===== src/rtl/rmq_pkg.sv =====
// ----------------------------------------------------------------------------
// rmq_pkg
// Shared types and constants for the rotation matrix to quaternion pipeline.
// ----------------------------------------------------------------------------
package rmq_pkg;

  localparam int DataW     = 16;  // element and component width
  localparam int BaseW     = 17;  // clamped base, always positive
  localparam int RadW      = 38;  // radicand: base shifted up by 20, padded even
  localparam int RootW     = 19;  // sqrt result width
  localparam int SqRemW    = 21;  // sqrt partial remainder
  localparam int SqrtSteps = RootW;
  localparam int MagW      = 17;  // off-diagonal pair magnitude
  localparam int NumW      = 34;  // rounded dividend
  localparam int DenW      = 20;  // divisor, twice the root
  localparam int QuoW      = 23;  // quotient bits, also division steps
  localparam int DivSteps  = QuoW;
  localparam int Lanes     = 3;   // minor components per item
  localparam int MajW      = 15;  // major component magnitude

  typedef enum logic [1:0] {
    MAJ_W,
    MAJ_X,
    MAJ_Y,
    MAJ_Z
  } major_t;

  typedef struct packed {
    logic signed [DataW-1:0] m00;
    logic signed [DataW-1:0] m01;
    logic signed [DataW-1:0] m02;
    logic signed [DataW-1:0] m10;
    logic signed [DataW-1:0] m11;
    logic signed [DataW-1:0] m12;
    logic signed [DataW-1:0] m20;
    logic signed [DataW-1:0] m21;
    logic signed [DataW-1:0] m22;
  } in_req_t;

  typedef struct packed {
    logic signed [DataW-1:0] quat_w;
    logic signed [DataW-1:0] quat_x;
    logic signed [DataW-1:0] quat_y;
    logic signed [DataW-1:0] quat_z;
  } out_req_t;

  // data riding along the sqrt chain
  typedef struct packed {
    major_t                      major;
    logic [Lanes-1:0]            neg;
    logic [Lanes-1:0][MagW-1:0]  mag;
  } sq_side_t;

  // data riding along the divider chain
  typedef struct packed {
    major_t            major;
    logic [Lanes-1:0]  neg;
    logic [MajW-1:0]   major_val;
  } dv_side_t;

endpackage


===== src/rtl/rmq_div_cell.sv =====
// ----------------------------------------------------------------------------
// rmq_div_cell
// One restoring division step for every lane against a shared divisor.
// ----------------------------------------------------------------------------
module rmq_div_cell #(
  parameter int LANES = rmq_pkg::Lanes,
  parameter int NUMW  = rmq_pkg::DivSteps,
  parameter int DENW  = rmq_pkg::DenW,
  parameter int QUOW  = rmq_pkg::QuoW,
  parameter int SIDEW = $bits(rmq_pkg::dv_side_t)
) (
  input  logic                       clk,
  input  logic                       rst_n,
  input  logic                       en,
  input  logic                       valid_in,
  input  logic [DENW-1:0]            den_in,
  input  logic [LANES-1:0][NUMW-1:0] num_in,
  input  logic [LANES-1:0][DENW-1:0] rem_in,
  input  logic [LANES-1:0][QUOW-1:0] quo_in,
  input  logic [SIDEW-1:0]           side_in,
  output logic                       valid_r,
  output logic [DENW-1:0]            den_r,
  output logic [LANES-1:0][NUMW-1:0] num_r,
  output logic [LANES-1:0][DENW-1:0] rem_r,
  output logic [LANES-1:0][QUOW-1:0] quo_r,
  output logic [SIDEW-1:0]           side_r
);

  logic [LANES-1:0][DENW:0]   cur;
  logic [LANES-1:0][DENW:0]   diff;
  logic [LANES-1:0]           ge;
  logic [LANES-1:0][NUMW-1:0] num_nxt;
  logic [LANES-1:0][DENW-1:0] rem_nxt;
  logic [LANES-1:0][QUOW-1:0] quo_nxt;

  // bring down one dividend bit per lane
  always_comb begin
    for (int i = 0; i < LANES; i++) begin
      cur[i]     = {rem_in[i], num_in[i][NUMW-1]};
      ge[i]      = (cur[i] >= {1'b0, den_in});
      diff[i]    = cur[i] - {1'b0, den_in};
      rem_nxt[i] = ge[i] ? diff[i][DENW-1:0] : cur[i][DENW-1:0];
      quo_nxt[i] = {quo_in[i][QUOW-2:0], ge[i]};
      num_nxt[i] = {num_in[i][NUMW-2:0], 1'b0};
    end
  end

  // control
  always_ff @(posedge clk) begin
    if (!rst_n) begin
      valid_r <= 1'b0;
    end else if (en) begin
      valid_r <= valid_in;
    end
  end

  // data
  always_ff @(posedge clk) begin
    if (en) begin
      den_r  <= den_in;
      num_r  <= num_nxt;
      rem_r  <= rem_nxt;
      quo_r  <= quo_nxt;
      side_r <= side_in;
    end
  end

endmodule


===== config.mk =====
export PLATFORM = sky130hd
export DESIGN_NAME = rmq_div_cell
export DESIGN_NICKNAME = d
export VERILOG_FILES = /design/src/rtl/rmq_pkg.sv /design/src/rtl/rmq_div_cell.sv
export SDC_FILE = /design/constraint.sdc
export NUM_CORES = 1
export LEC_CHECK = 0
export CAP_MARGIN = 10
export CORE_AREA = 2 2 186 188
export DETAILED_ROUTE_END_ITERATION = 10
export DIE_AREA = 0 0 188 190
export DONT_BUFFER_PORTS = 1
export SLEW_MARGIN = 25
export SYNTH_ARGS = -nofsm -noshare
export SYNTH_HDL_FRONTEND = slang
export SYNTH_SLANG_ARGS = --single-unit

===== constraint.sdc =====
create_clock -name clk -period 5.06 [get_ports clk]
set_input_delay 0.759 -clock clk [delete_from_list [all_inputs] [get_ports clk]]
set_output_delay 0.759 -clock clk [all_outputs]
set_load 0.02 [all_outputs]

Word-level counts from Yosys, hierarchy flattened
Index checks and enable logic that the tools add are counted.
{"block": "totals", "ff_bits": 236, "in_bits": 242, "elab_cells": 21}
{"block": "op_classes", "add_sub_neg": 3, "order_cmp": 3, "muxes": 3}
{"cell": "greater-or-equal comparator 21 x 20 -> 1 bit", "n": 3}
{"cell": "two-way mux 20 bit", "n": 3}
{"cell": "subtractor 20 bit", "n": 3}

Longest topological paths before layout
{"block": "logic_depth", "depth_word": 2, "depth_mapped": 12, "ltp_nobuf": 11}

Worst setup path before layout
No wires, ideal clock.
{"block": "synth_path", "path_kind": "input -> register", "startpoint": "input port den_in[1]", "endpoint": "register rem_r[42] in the netlist's numbering (data pin)", "setup_time_ps": 260, "t_arrival_ps": 3083, "required_time_ps": 4800, "slack_ps": 1717, "stages": 11, "cell_sequence": "inv_1 ha_1 nor2b_1 o31a_1 o31a_1 a31oi_1 o31a_2 o311ai_1 a311oi_2 buf_6 mux2_4"}
{"element": "from (decl)", "line": "rmq_div_cell.sv:16", "source": "input logic [DENW-1:0] den_in,"}
{"element": "to (signal assigned)", "line": "rmq_div_cell.sv:62", "source": "rem_r <= rem_nxt;"}
{"element": "to (decl)", "line": "rmq_div_cell.sv:24", "source": "output logic [LANES-1:0][DENW-1:0] rem_r,"}

==> run metrics <==
status=completed; CP startpoint=den_in[12]; leading area contributor after synthesis=edfxtp_1; Reg2Reg Depth=2; Vias=6608; CP max-delay cell=buf_4; Synth Flop Type=edfxtp_1; Vias/cell=5.21; Crit path depth=11; number of synthesized flops with an enable pin=235; Skew-Pair Late Insertion Delay=540 ps; DR WL/cell=25.6 um; Starting Density=0.324; vias in the first global route=6516; final-layout fill cell count=3203; ranking of synthesized cells by area=edfxtp_1, ha_1, a21oi_1, mux2_4, xnor2_1; fin crit period=3270 ps; synth-to-layout area growth=11.6%; I/O pin count=481; slew margin rel.=0.332; xor/xnor share of the synthesized area=0.0327; Worst VDD drop=0.000218 V; adder-cell share of the synthesized area=0.0738; dpl hpwl=25300 um; mux contribution to synthesized area=0.0370; Least-Margin Pin Slew=1000 ps; dpl cells=1228; Util after Layout=0.361; CORE AREA=33900 um2; CP max FO=21; reg-to-reg startpoint=valid_r; port bufs=0; setup_tns=0 ps; worst hold start=quo_in[29]; DR DRC count=0; TritonRoute pass-1 iters=5; chip height=190 um; Final Max Slew Viols=0; DR iter-0 viols=440; layout cells sized above 1=0.0824; Arrival @ worst endpoint=3540 ps; critical path launch point type=primary input; CTS tree=built; DRT antenna net count=0; final weighted congestion in routability-driven placement=0.891; total grt overflow=0; period utilisation layout=0.646; maximum achievable frequency=306 MHz; Setup violations, final=0; first-pass GRT wire length=44900 um; asr flop ratio synth=0; Compound-Gate Fraction of Synth Area=0.120; drt total wl=32400 um; All-Layer GR Usage=0.173; largest family of logic cells by synthesized area=compound AO/OA/AOI/OAI gates; worst setup path class=in2reg; register clock-pin slew on the reported worst setup and hold paths=60 ps; H-tree levels=1; Synth top area share=0.642; CP endpoint=rem_r[59]; cts hold-fix bufs=0; post-CTS setup buffers=0; worst path required time=5330 ps; WP buf/inv=2; Synth Instances=783; # resized after CTS=0; HP Class=in2reg; Unique masters post-synth=70; NumNets Final=1105; worst path cell trace=inv_1 -> ha_1 -> a21o_1 -> o21bai_1 -> or2_1 -> a31oi_1 -> o31a_2 -> o311ai_1 -> a311oi_4 -> buf_4 -> mux2_1; crit end category=flop; max-capacitance violation count=0; FF-to-FF End=valid_r; cell family with most CP delay=compound AO/OA/AOI/OAI gates; RSZ-0062 raised after global routing=no; CTS sink count=236; Synth Area in Simple Gates=0.0712; top-count cell post-synth=edfxtp_1; most frequent cells after synthesis=edfxtp_1, ha_1, a21oi_1, nand2_1, nor2_1; Power Density=409 nW/um2; final hold vios=0; die area=35700 um2; FP Rows=68; Max clock buf depth=3; Cell Area, Synth=11000 um2; Avg Cell Area, Syn=14.0 um2; initial antenna violation count=8; chip width=188 um; Root Driver=clkbuf_16; R2R setup slack=4260 ps; largest net degree at the start of global routing=237; Synth Register Bits=236; clk_skew=0 ps; Pleak=4.49 nW; Non-Filler Instances=1269; clock buffers created by TritonCTS=25; register area share after synthesis=0.644; slowest stage delay, CP=410 ps; Ys Warns=0
==> worst register-to-register path, delay by kind of cell (launching register included) <==
family / cells / cell delay [ps]
flops: 1 / 490
mux: 1 / 120
simple gates: 1 / 130
==> power breakdown <==
part	internal, mW	switching (mW)
clock network	0.951	0.738
logic	0.259	0.313
registers	2.41	0.349
total	3.62	1.40
==> layout make-up <==
cell class / count / area (um2) / area share
multi-input combinational: 495 / 3710 / 0.302
timing repair buffer: 3 / 22.5 / 0.00184
clock buffer: 29 / 641 / 0.0523
sequential: 236 / 7080 / 0.577
inverter: 39 / 146 / 0.0119
antenna: 1 / 2.50 / 0.000204
tap: 455 / 569 / 0.0464
clock inverter: 11 / 92.6 / 0.00755
==> cells by family (layout without fill, tap and decap cells) <==
| kind of cell | count (synthesis) | in the layout |
|---|---|---|
| compound gates | 197 | 197 |
| xor+xnor | 41 | 41 |
| fa+ha+maj | 63 | 63 |
| buf+inv | 54 | 82 |
| flops | 236 | 236 |
| mux | 31 | 31 |
| other cells | 1 | 4 |
| simple gates | 160 | 160 |
==> through the flow <==
step           cell area (um2)  hold WS (ps)  setup WS [ps]  power, mW
2_1_floorplan            11000           589           1720       3.18
3_3_place_gp             11500           652           1240       3.36
3_5_place_dp             11500           665           1230       3.36
4_1_cts                  12200           295           1780       5.07
5_1_grt                  12300           287           1630       5.22
6_report                 12300           310           1790       5.02
==> layer usage <==
metal | vias up | GRT usage | routed length (um)
met4 | 10 | 0.0603 | 1030
met3 | 64 | 0.0841 | 3810
met5 | - | 0 | 61
met2 | 324 | 0.301 | 16200
met1 | 3182 | 0.181 | 11300
li1 | 3028 | - | -
==> cell usage in the layout (no fill, tap or decap), types with 5 or more instances in the layout <==
cell type  synthesis  layout
or3_1              7       7
xnor2_1           28      28
nand3_1            8       8
o21ai_1           14      13
nand2b_1           6       6
inv_1             38      38
mux2i_1            5       5
ha_1              60      60
xor2_1            13      13
nor3_1            15      15
o21ai_0           28      28
edfxtp_1         235     235
and2_1             6       6
clkbuf_16          0      25
nor2b_1           14      14
a31oi_1           10      10
o21bai_1           7       7
mux2_1             7       7
nor2_1            41      41
mux2_4            17      17
nand2_1           42      42
o21a_1            22      22
nand4_1            6       6
a21o_1            22      22
a21oi_1           51      51
o31a_1             5       5
==> registers in the layout (all words and copies together), names as in the netlist <==
signal,count
valid_r,1
quo_r,69
side_r,20
den_r,20
rem_r,60
num_r,66
==> worst min path at each step <==
stage / slack, ps / to / cells after the start
5_1_grt: 290 / quo_r[3] / 0
3_5_place_dp: 670 / valid_r / 2
2_1_floorplan: 590 / valid_r / 2
6_report: 310 / quo_r[30] / 0
3_3_place_gp: 650 / valid_r / 2
4_1_cts: 290 / quo_r[3] / 0
No activity file was read; power rests on OpenSTA's default activity.
