[src/rtl/rmq_pkg.sv]
// ----------------------------------------------------------------------------
// rmq_pkg
// Shared types and constants for the rotation matrix to quaternion pipeline.
// ----------------------------------------------------------------------------
package rmq_pkg;

  localparam int DataW     = 16;  // element and component width
  localparam int BaseW     = 17;  // clamped base, always positive
  localparam int RadW      = 38;  // radicand: base shifted up by 20, padded even
  localparam int RootW     = 19;  // sqrt result width
  localparam int SqRemW    = 21;  // sqrt partial remainder
  localparam int SqrtSteps = RootW;
  localparam int MagW      = 17;  // off-diagonal pair magnitude
  localparam int NumW      = 34;  // rounded dividend
  localparam int DenW      = 20;  // divisor, twice the root
  localparam int QuoW      = 23;  // quotient bits, also division steps
  localparam int DivSteps  = QuoW;
  localparam int Lanes     = 3;   // minor components per item
  localparam int MajW      = 15;  // major component magnitude

  typedef enum logic [1:0] {
    MAJ_W,
    MAJ_X,
    MAJ_Y,
    MAJ_Z
  } major_t;

  typedef struct packed {
    logic signed [DataW-1:0] m00;
    logic signed [DataW-1:0] m01;
    logic signed [DataW-1:0] m02;
    logic signed [DataW-1:0] m10;
    logic signed [DataW-1:0] m11;
    logic signed [DataW-1:0] m12;
    logic signed [DataW-1:0] m20;
    logic signed [DataW-1:0] m21;
    logic signed [DataW-1:0] m22;
  } in_req_t;

  typedef struct packed {
    logic signed [DataW-1:0] quat_w;
    logic signed [DataW-1:0] quat_x;
    logic signed [DataW-1:0] quat_y;
    logic signed [DataW-1:0] quat_z;
  } out_req_t;

  // data riding along the sqrt chain
  typedef struct packed {
    major_t                      major;
    logic [Lanes-1:0]            neg;
    logic [Lanes-1:0][MagW-1:0]  mag;
  } sq_side_t;

  // data riding along the divider chain
  typedef struct packed {
    major_t            major;
    logic [Lanes-1:0]  neg;
    logic [MajW-1:0]   major_val;
  } dv_side_t;

endpackage

[src/rtl/rmq_sqrt_cell.sv]
// ----------------------------------------------------------------------------
// rmq_sqrt_cell
// One restoring square root step: brings down two radicand bits, one root bit.
// ----------------------------------------------------------------------------
module rmq_sqrt_cell #(
  parameter int RADW  = rmq_pkg::RadW,
  parameter int REMW  = rmq_pkg::SqRemW,
  parameter int ROOTW = rmq_pkg::RootW,
  parameter int SIDEW = $bits(rmq_pkg::sq_side_t)
) (
  input  logic             clk,
  input  logic             rst_n,
  input  logic             en,
  input  logic             valid_in,
  input  logic [RADW-1:0]  rad_in,
  input  logic [REMW-1:0]  rem_in,
  input  logic [ROOTW-1:0] root_in,
  input  logic [SIDEW-1:0] side_in,
  output logic             valid_r,
  output logic [RADW-1:0]  rad_r,
  output logic [REMW-1:0]  rem_r,
  output logic [ROOTW-1:0] root_r,
  output logic [SIDEW-1:0] side_r
);

  logic [REMW+1:0]  cur;
  logic [REMW+1:0]  trial;
  logic [REMW+1:0]  diff;
  logic             ge;
  logic [REMW-1:0]  rem_nxt;
  logic [ROOTW-1:0] root_nxt;
  logic [RADW-1:0]  rad_nxt;

  // trial subtract of 4*root+1
  always_comb begin
    cur      = {rem_in, rad_in[RADW-1 -: 2]};
    trial    = {{(REMW-ROOTW){1'b0}}, root_in, 2'b01};
    ge       = (cur >= trial);
    diff     = cur - trial;
    rem_nxt  = ge ? diff[REMW-1:0] : cur[REMW-1:0];
    root_nxt = {root_in[ROOTW-2:0], ge};
    rad_nxt  = {rad_in[RADW-3:0], 2'b00};
  end

  // control
  always_ff @(posedge clk) begin
    if (!rst_n) begin
      valid_r <= 1'b0;
    end else if (en) begin
      valid_r <= valid_in;
    end
  end

  // data
  always_ff @(posedge clk) begin
    if (en) begin
      rad_r  <= rad_nxt;
      rem_r  <= rem_nxt;
      root_r <= root_nxt;
      side_r <= side_in;
    end
  end

endmodule

[config.mk]
export PLATFORM = sky130hd
export DESIGN_NAME = rmq_sqrt_cell
export DESIGN_NICKNAME = d
export VERILOG_FILES = /design/src/rtl/rmq_pkg.sv /design/src/rtl/rmq_sqrt_cell.sv
export SDC_FILE = /design/constraint.sdc
export NUM_CORES = 1
export LEC_CHECK = 0
export ABC_AREA = 0
export BUFFER_PORTS_ARGS = -buffer_cell sky130_fd_sc_hd__buf_4
export CORE_ASPECT_RATIO = 1.75
export CORE_UTILIZATION = 46
export DETAILED_ROUTE_END_ITERATION = 7
export PLACE_DENSITY = 0.91
export SLEW_MARGIN = 20
export SYNTH_ARGS = -nofsm -noshare
export SYNTH_HDL_FRONTEND = slang
export SYNTH_SLANG_ARGS = --single-unit
[constraint.sdc]
create_clock -name clk -period 3 [get_ports clk]
set_clock_uncertainty 0.05 [all_clocks]
set_input_delay 0.3 -clock clk [delete_from_list [all_inputs] [get_ports clk]]
set_output_delay 0.3 -clock clk [all_outputs]
set_load 0.01 [all_outputs]
== Word-level counts from Yosys, hierarchy flattened ==
Cells that the tools add are included.
Word-level totals
  bits in registers: 133
  latch bits: 0
  RAM bits: 0
  bits in read-only memories: 0
  input port bits: 138
  output and inout bits: 135
  word-level logic and storage cells: 8
  memories kept: 0
Cells by class
  add/sub/neg operators: 1
  multipliers: 0
  divide/modulo/power cells: 0
  $lt $le $gt $ge: 1
  equal/unequal tests: 0
  shift operators: 0
  mux-type cells: 1
  bitwise operators: 0
  reductions and logical operators: 0
Operators by type and width (number)
  $ge A23 B21 Y1: 1
  $mux W21: 1
  $sub A21 B21 Y21: 1

== Longest topological paths before layout ==
  depth after elaboration: 2
  gate-level depth with buffers: 12
  gate-level depth less buffers: 9

== Worst setup path after synthesis ==
No wires, ideal clock.
  kind: input port to flip-flop
  from: input root_in[10]
  to: register rem_r[19] (data pin)
  library setup time: 260 ps
  data arrival time: 1964 ps
  data required time: 2690 ps
  setup slack: 726 ps
  stages: 11
  buffers on the path: 2
  cells stage by stage: inv_1 -> ha_1 -> buf_6 -> a21oi_2 -> o21ai_1 -> a221oi_2 -> nand4_1 -> o21ai_2 -> buf_6 -> inv_4 -> mux2_4
Between the ends
  longest elaborated chain between the ends: 2
  elaborated cells between the ends (all ways): 3
  those cells by class: 1 x add/sub; 1 x order compare; 1 x mux
Ends and longest elaborated chain
  start, declared: line rmq_sqrt_cell.sv:17  | input logic [ROOTW-1:0] root_in,
  $ge A23 B21 Y1: line rmq_sqrt_cell.sv:38  | ge = (cur >= trial);
  net ge: line rmq_sqrt_cell.sv:29  | logic ge;
  $mux W21: line rmq_sqrt_cell.sv:40  | rem_nxt = ge ? diff[REMW-1:0] : cur[REMW-1:0];
  net rem_nxt[19]: line rmq_sqrt_cell.sv:30  | logic [REMW-1:0] rem_nxt;
  end signal, assigned: line rmq_sqrt_cell.sv:58  | rem_r <= rem_nxt;
  end, declared: line rmq_sqrt_cell.sv:21  | output logic [REMW-1:0] rem_r,
The timed path passes the listed nets, and every way through them passes these cells.
A chain may end at the register's enable or synchronous reset.

== Final worst setup path ==
  from: input rem_in[12]
  to: register rem_r[5] (data pin)
Between the ends
  longest elaborated chain between the ends: 2
Ends and longest elaborated chain
  start, declared: line rmq_sqrt_cell.sv:16  | input logic [REMW-1:0] rem_in,
  $ge A23 B21 Y1: line rmq_sqrt_cell.sv:38
  $mux W21: line rmq_sqrt_cell.sv:40
  net rem_nxt[5]: line rmq_sqrt_cell.sv:30
The timed path passes the listed nets, and every way through them passes these cells.

==> results.toml <==
[setup_path]
cp_cell_sequence = "buf_4 -> ha_1 -> a21oi_2 -> o21ai_1 -> a221oi_2 -> nand4_1 -> o21ai_2 -> buf_4 -> o21ai_0"
rr_endpoint = "valid_r"
worstSetupStartpointType = "input pin"
r2r_cells = 2
endpoint_kind = "flop"
reg2reg_from = "valid_r"
critPathMaxStageDelay_ns = 0.41
slowest_stage = "o21ai_2"
crit_fanout = 15
path_class = "input pin to flop"
path_common_cell = "buf_4"
reg2reg_slack_ns = 2.36
arrival_ns = 2.39
required_ns = 3.09

[flow_run]
drv_cap = 0

[power_and_ir_drop]
swShare_pct = 24.4
p_per_area_mw_per_mm2 = 647
total_power_uw = 5330
p_switching_uw = 1300
pwr-share-clk_pct = 40.2
ir_drop_mv = 0.417
leakagePower_uw = 0.00357
seq_power_share_pct = 43.2
comb_power_share_pct = 16.5
internal_power_uw = 4030

[finish]
area_growth_pct = 51.9
final_cell_count_no_fill = 782
layout-drive-gt1-share_pct = 49.9
fin_area_mm2 = 0.00824
nNetsFinal = 793
num_antenna_cells = 0

[placement]
dpl-instance-area_mm2 = 0.00758
dp_cells = 746
hpwl_um = 11300
port_buffers = 270
globalplace.congestion = 0.835

[drt]
num_vias = 3963
drc = 54
wirelength_um = 14700
dr.pass1.iters = 7
route.antenna.remaining_nets = 0
drtIter0Drc = 263
routedWlPerCell_um = 18.7
drt-vias-per-instance = 5.07

[floorplan]
die_h_um = 146
fp.coreArea_mm2 = 0.0115
initial_core_util_pct = 47.1
io_pins = 273
rows = 52
die_w_um = 84.1
fp.dieArea_mm2 = 0.0122

[sta]
holdWs_ns = 0.0190
finalCritPeriodShare_pct = 76.8
final.setup.tns_ns = 0
slew_violations = 0
hold_violations = 0
setup_viol = 0
rsz0062_at_grt = "false"
min_period_ns = 2.30
fmax_ghz = 0.434

[status]
violations = "design-rule violations"
status = "finished, violations left"

[yosys]
synthTopCellsByCount = "edfxtp_1 (132), nand2_1 (35), inv_1 (25), o21ai_0 (25), ha_1 (21)"
netlist_area_mm2 = 0.00543
synth_top_area_share_pct = 73.1
synthTopCellsByArea = "edfxtp_1 (73%), ha_1 (4.8%), nand2_1 (2.4%), o21ai_0 (2.3%), xnor2_1 (2.1%)"
avgSynthCellArea_um2 = 15.7
async_reset_ff_share_pct = 0
yosys.cell_types.count = 46
synth-edff-count = 132
ys_ff_latch = 133
yosysSeqAreaShare_pct = 73.4
synth_most_common_cell = "edfxtp_1"
synth_ff_type = "edfxtp_1"
synth_cells = 345
yosysWarnings = 0
yosysTopAreaCell = "edfxtp_1"

[global_route]
grt_pass1_vias = 4192
grt_max_degree = 70
gr-total-overflow = 0
grt_pass1_wl_um = 22200
grt_antenna_before_repair = 0
track_usage_pct = 24.3

[hold_path]
hold_class = "input pin to flop"
hold_path_end = "side_r[53]"
min-delay-start = "side_in[53]"
min_delay_path_depth = 1

[clock_tree]
cts-resized-gates = 0
worstSkewPairLatency_ns = 0.40
cts_tree = "built"
cts_root_buf = "clkbuf_16"
cts_htree_levels = 4
cts_buffers = 17
clk_pin_slew_ns = 0.06
clock-sinks = 133
clock_path_buffers = 2
## cell usage in the layout (no fill, tap or decap), types with 2 or more instances in the layout
master         count
a21o_1             4
a21oi_1           14
a21oi_2            3
a31oi_1            2
buf_4            275
bufinv_16          3
clkbuf_16         17
clkinv_4           2
clkinvlp_4         3
conb_1             2
dlygate4sd3_1      4
edfxtp_1         132
ha_1              21
inv_1             25
inv_6              3
inv_8              3
mux2_4             2
nand2_1           35
nand2b_1           2
nand3_1            5
nand4_1            4
nor2_1             8
nor3_1             3
o211ai_1           2
o21ai_0           25
o21ai_1            3
o21ai_2            2
xnor2_1           13
xor2_1             7
## repair_timing
item / CTS / global route
hold buffers: 0 / 4
hold endpoints to repair: 0 / 4
setup buffers: 0 / 0
## stage by stage
stage	utilization [%]	setup slack (ns)
2_1_floorplan	-	0.726
3_3_place_gp	65.9	0.395
3_5_place_dp	65.9	0.288
4_1_cts	71.2	0.703
5_1_grt	71.6	0.498
6_report	71.6	0.695
## layer usage
layer | part of all wire [%] | track usage [%] | vias to the layer above
li1 | - | - | 1850
met1 | 32 | 23.1 | 1874
met2 | 57 | 46.8 | 211
met3 | 7.9 | 7.54 | 28
met4 | 2.8 | 10.1 | 0
met5 | 0 | 0 | -
## registers in the layout, summed over array words and instances (netlist names)
signal and flops:
root_r 19, valid_r 1, rem_r 21, rad_r 36, side_r 56
## critical path: cells and delay by family
kind / cells / cell delay, ns
compound gates: 5 / 1.16
fa+ha+maj: 1 / 0.40
buf+inv: 2 / 0.39
simple gates: 1 / 0.14
## worst max path at each step
stage	end	depth (start not counted)	slack, ns	from
6_report	rem_r[5]	9	0.70	rem_in[12]
5_1_grt	rem_r[5]	9	0.50	rem_in[0]
2_1_floorplan	rem_r[19]	11	0.73	root_in[10]
4_1_cts	rem_r[5]	9	0.70	rem_in[12]
3_5_place_dp	rem_r[5]	9	0.29	rem_in[12]
3_3_place_gp	rem_r[19]	9	0.39	rem_in[12]
## cell type report
class	count	area, um2
fill	738	3270
clock inverter	15	194
tap	135	169
timing repair buffer	280	2120
sequential	133	3980
inverter	26	100
clock buffer	17	425
multi-input combinational	176	1250
## power by group through the flow
stage | combinational, uW | clock, uW | sequential, uW
2_1_floorplan | 278 | 0 | 2430
3_3_place_gp | 848 | 0 | 2330
3_5_place_dp | 874 | 0 | 2340
4_1_cts | 879 | 2180 | 2310
5_1_grt | 945 | 2240 | 2320
6_report | 882 | 2150 | 2310
## cells by family after synthesis
| kind of cell | count (synthesis) | synth area share, % |
|---|---|---|
| flip-flops | 133 | 73.4 |
| AO/OA/AOI/OAI | 68 | 9.02 |
| AND/OR/NAND/NOR | 62 | 5.00 |
| buffers and inverters | 37 | 3.67 |
| adder cells (fa/ha/maj) | 21 | 4.84 |
| XOR/XNOR | 20 | 3.23 |
| multiplexers | 3 | 0.738 |
| other | 1 | 0.0691 |
Note: power is estimated with default switching activity, not from simulation.
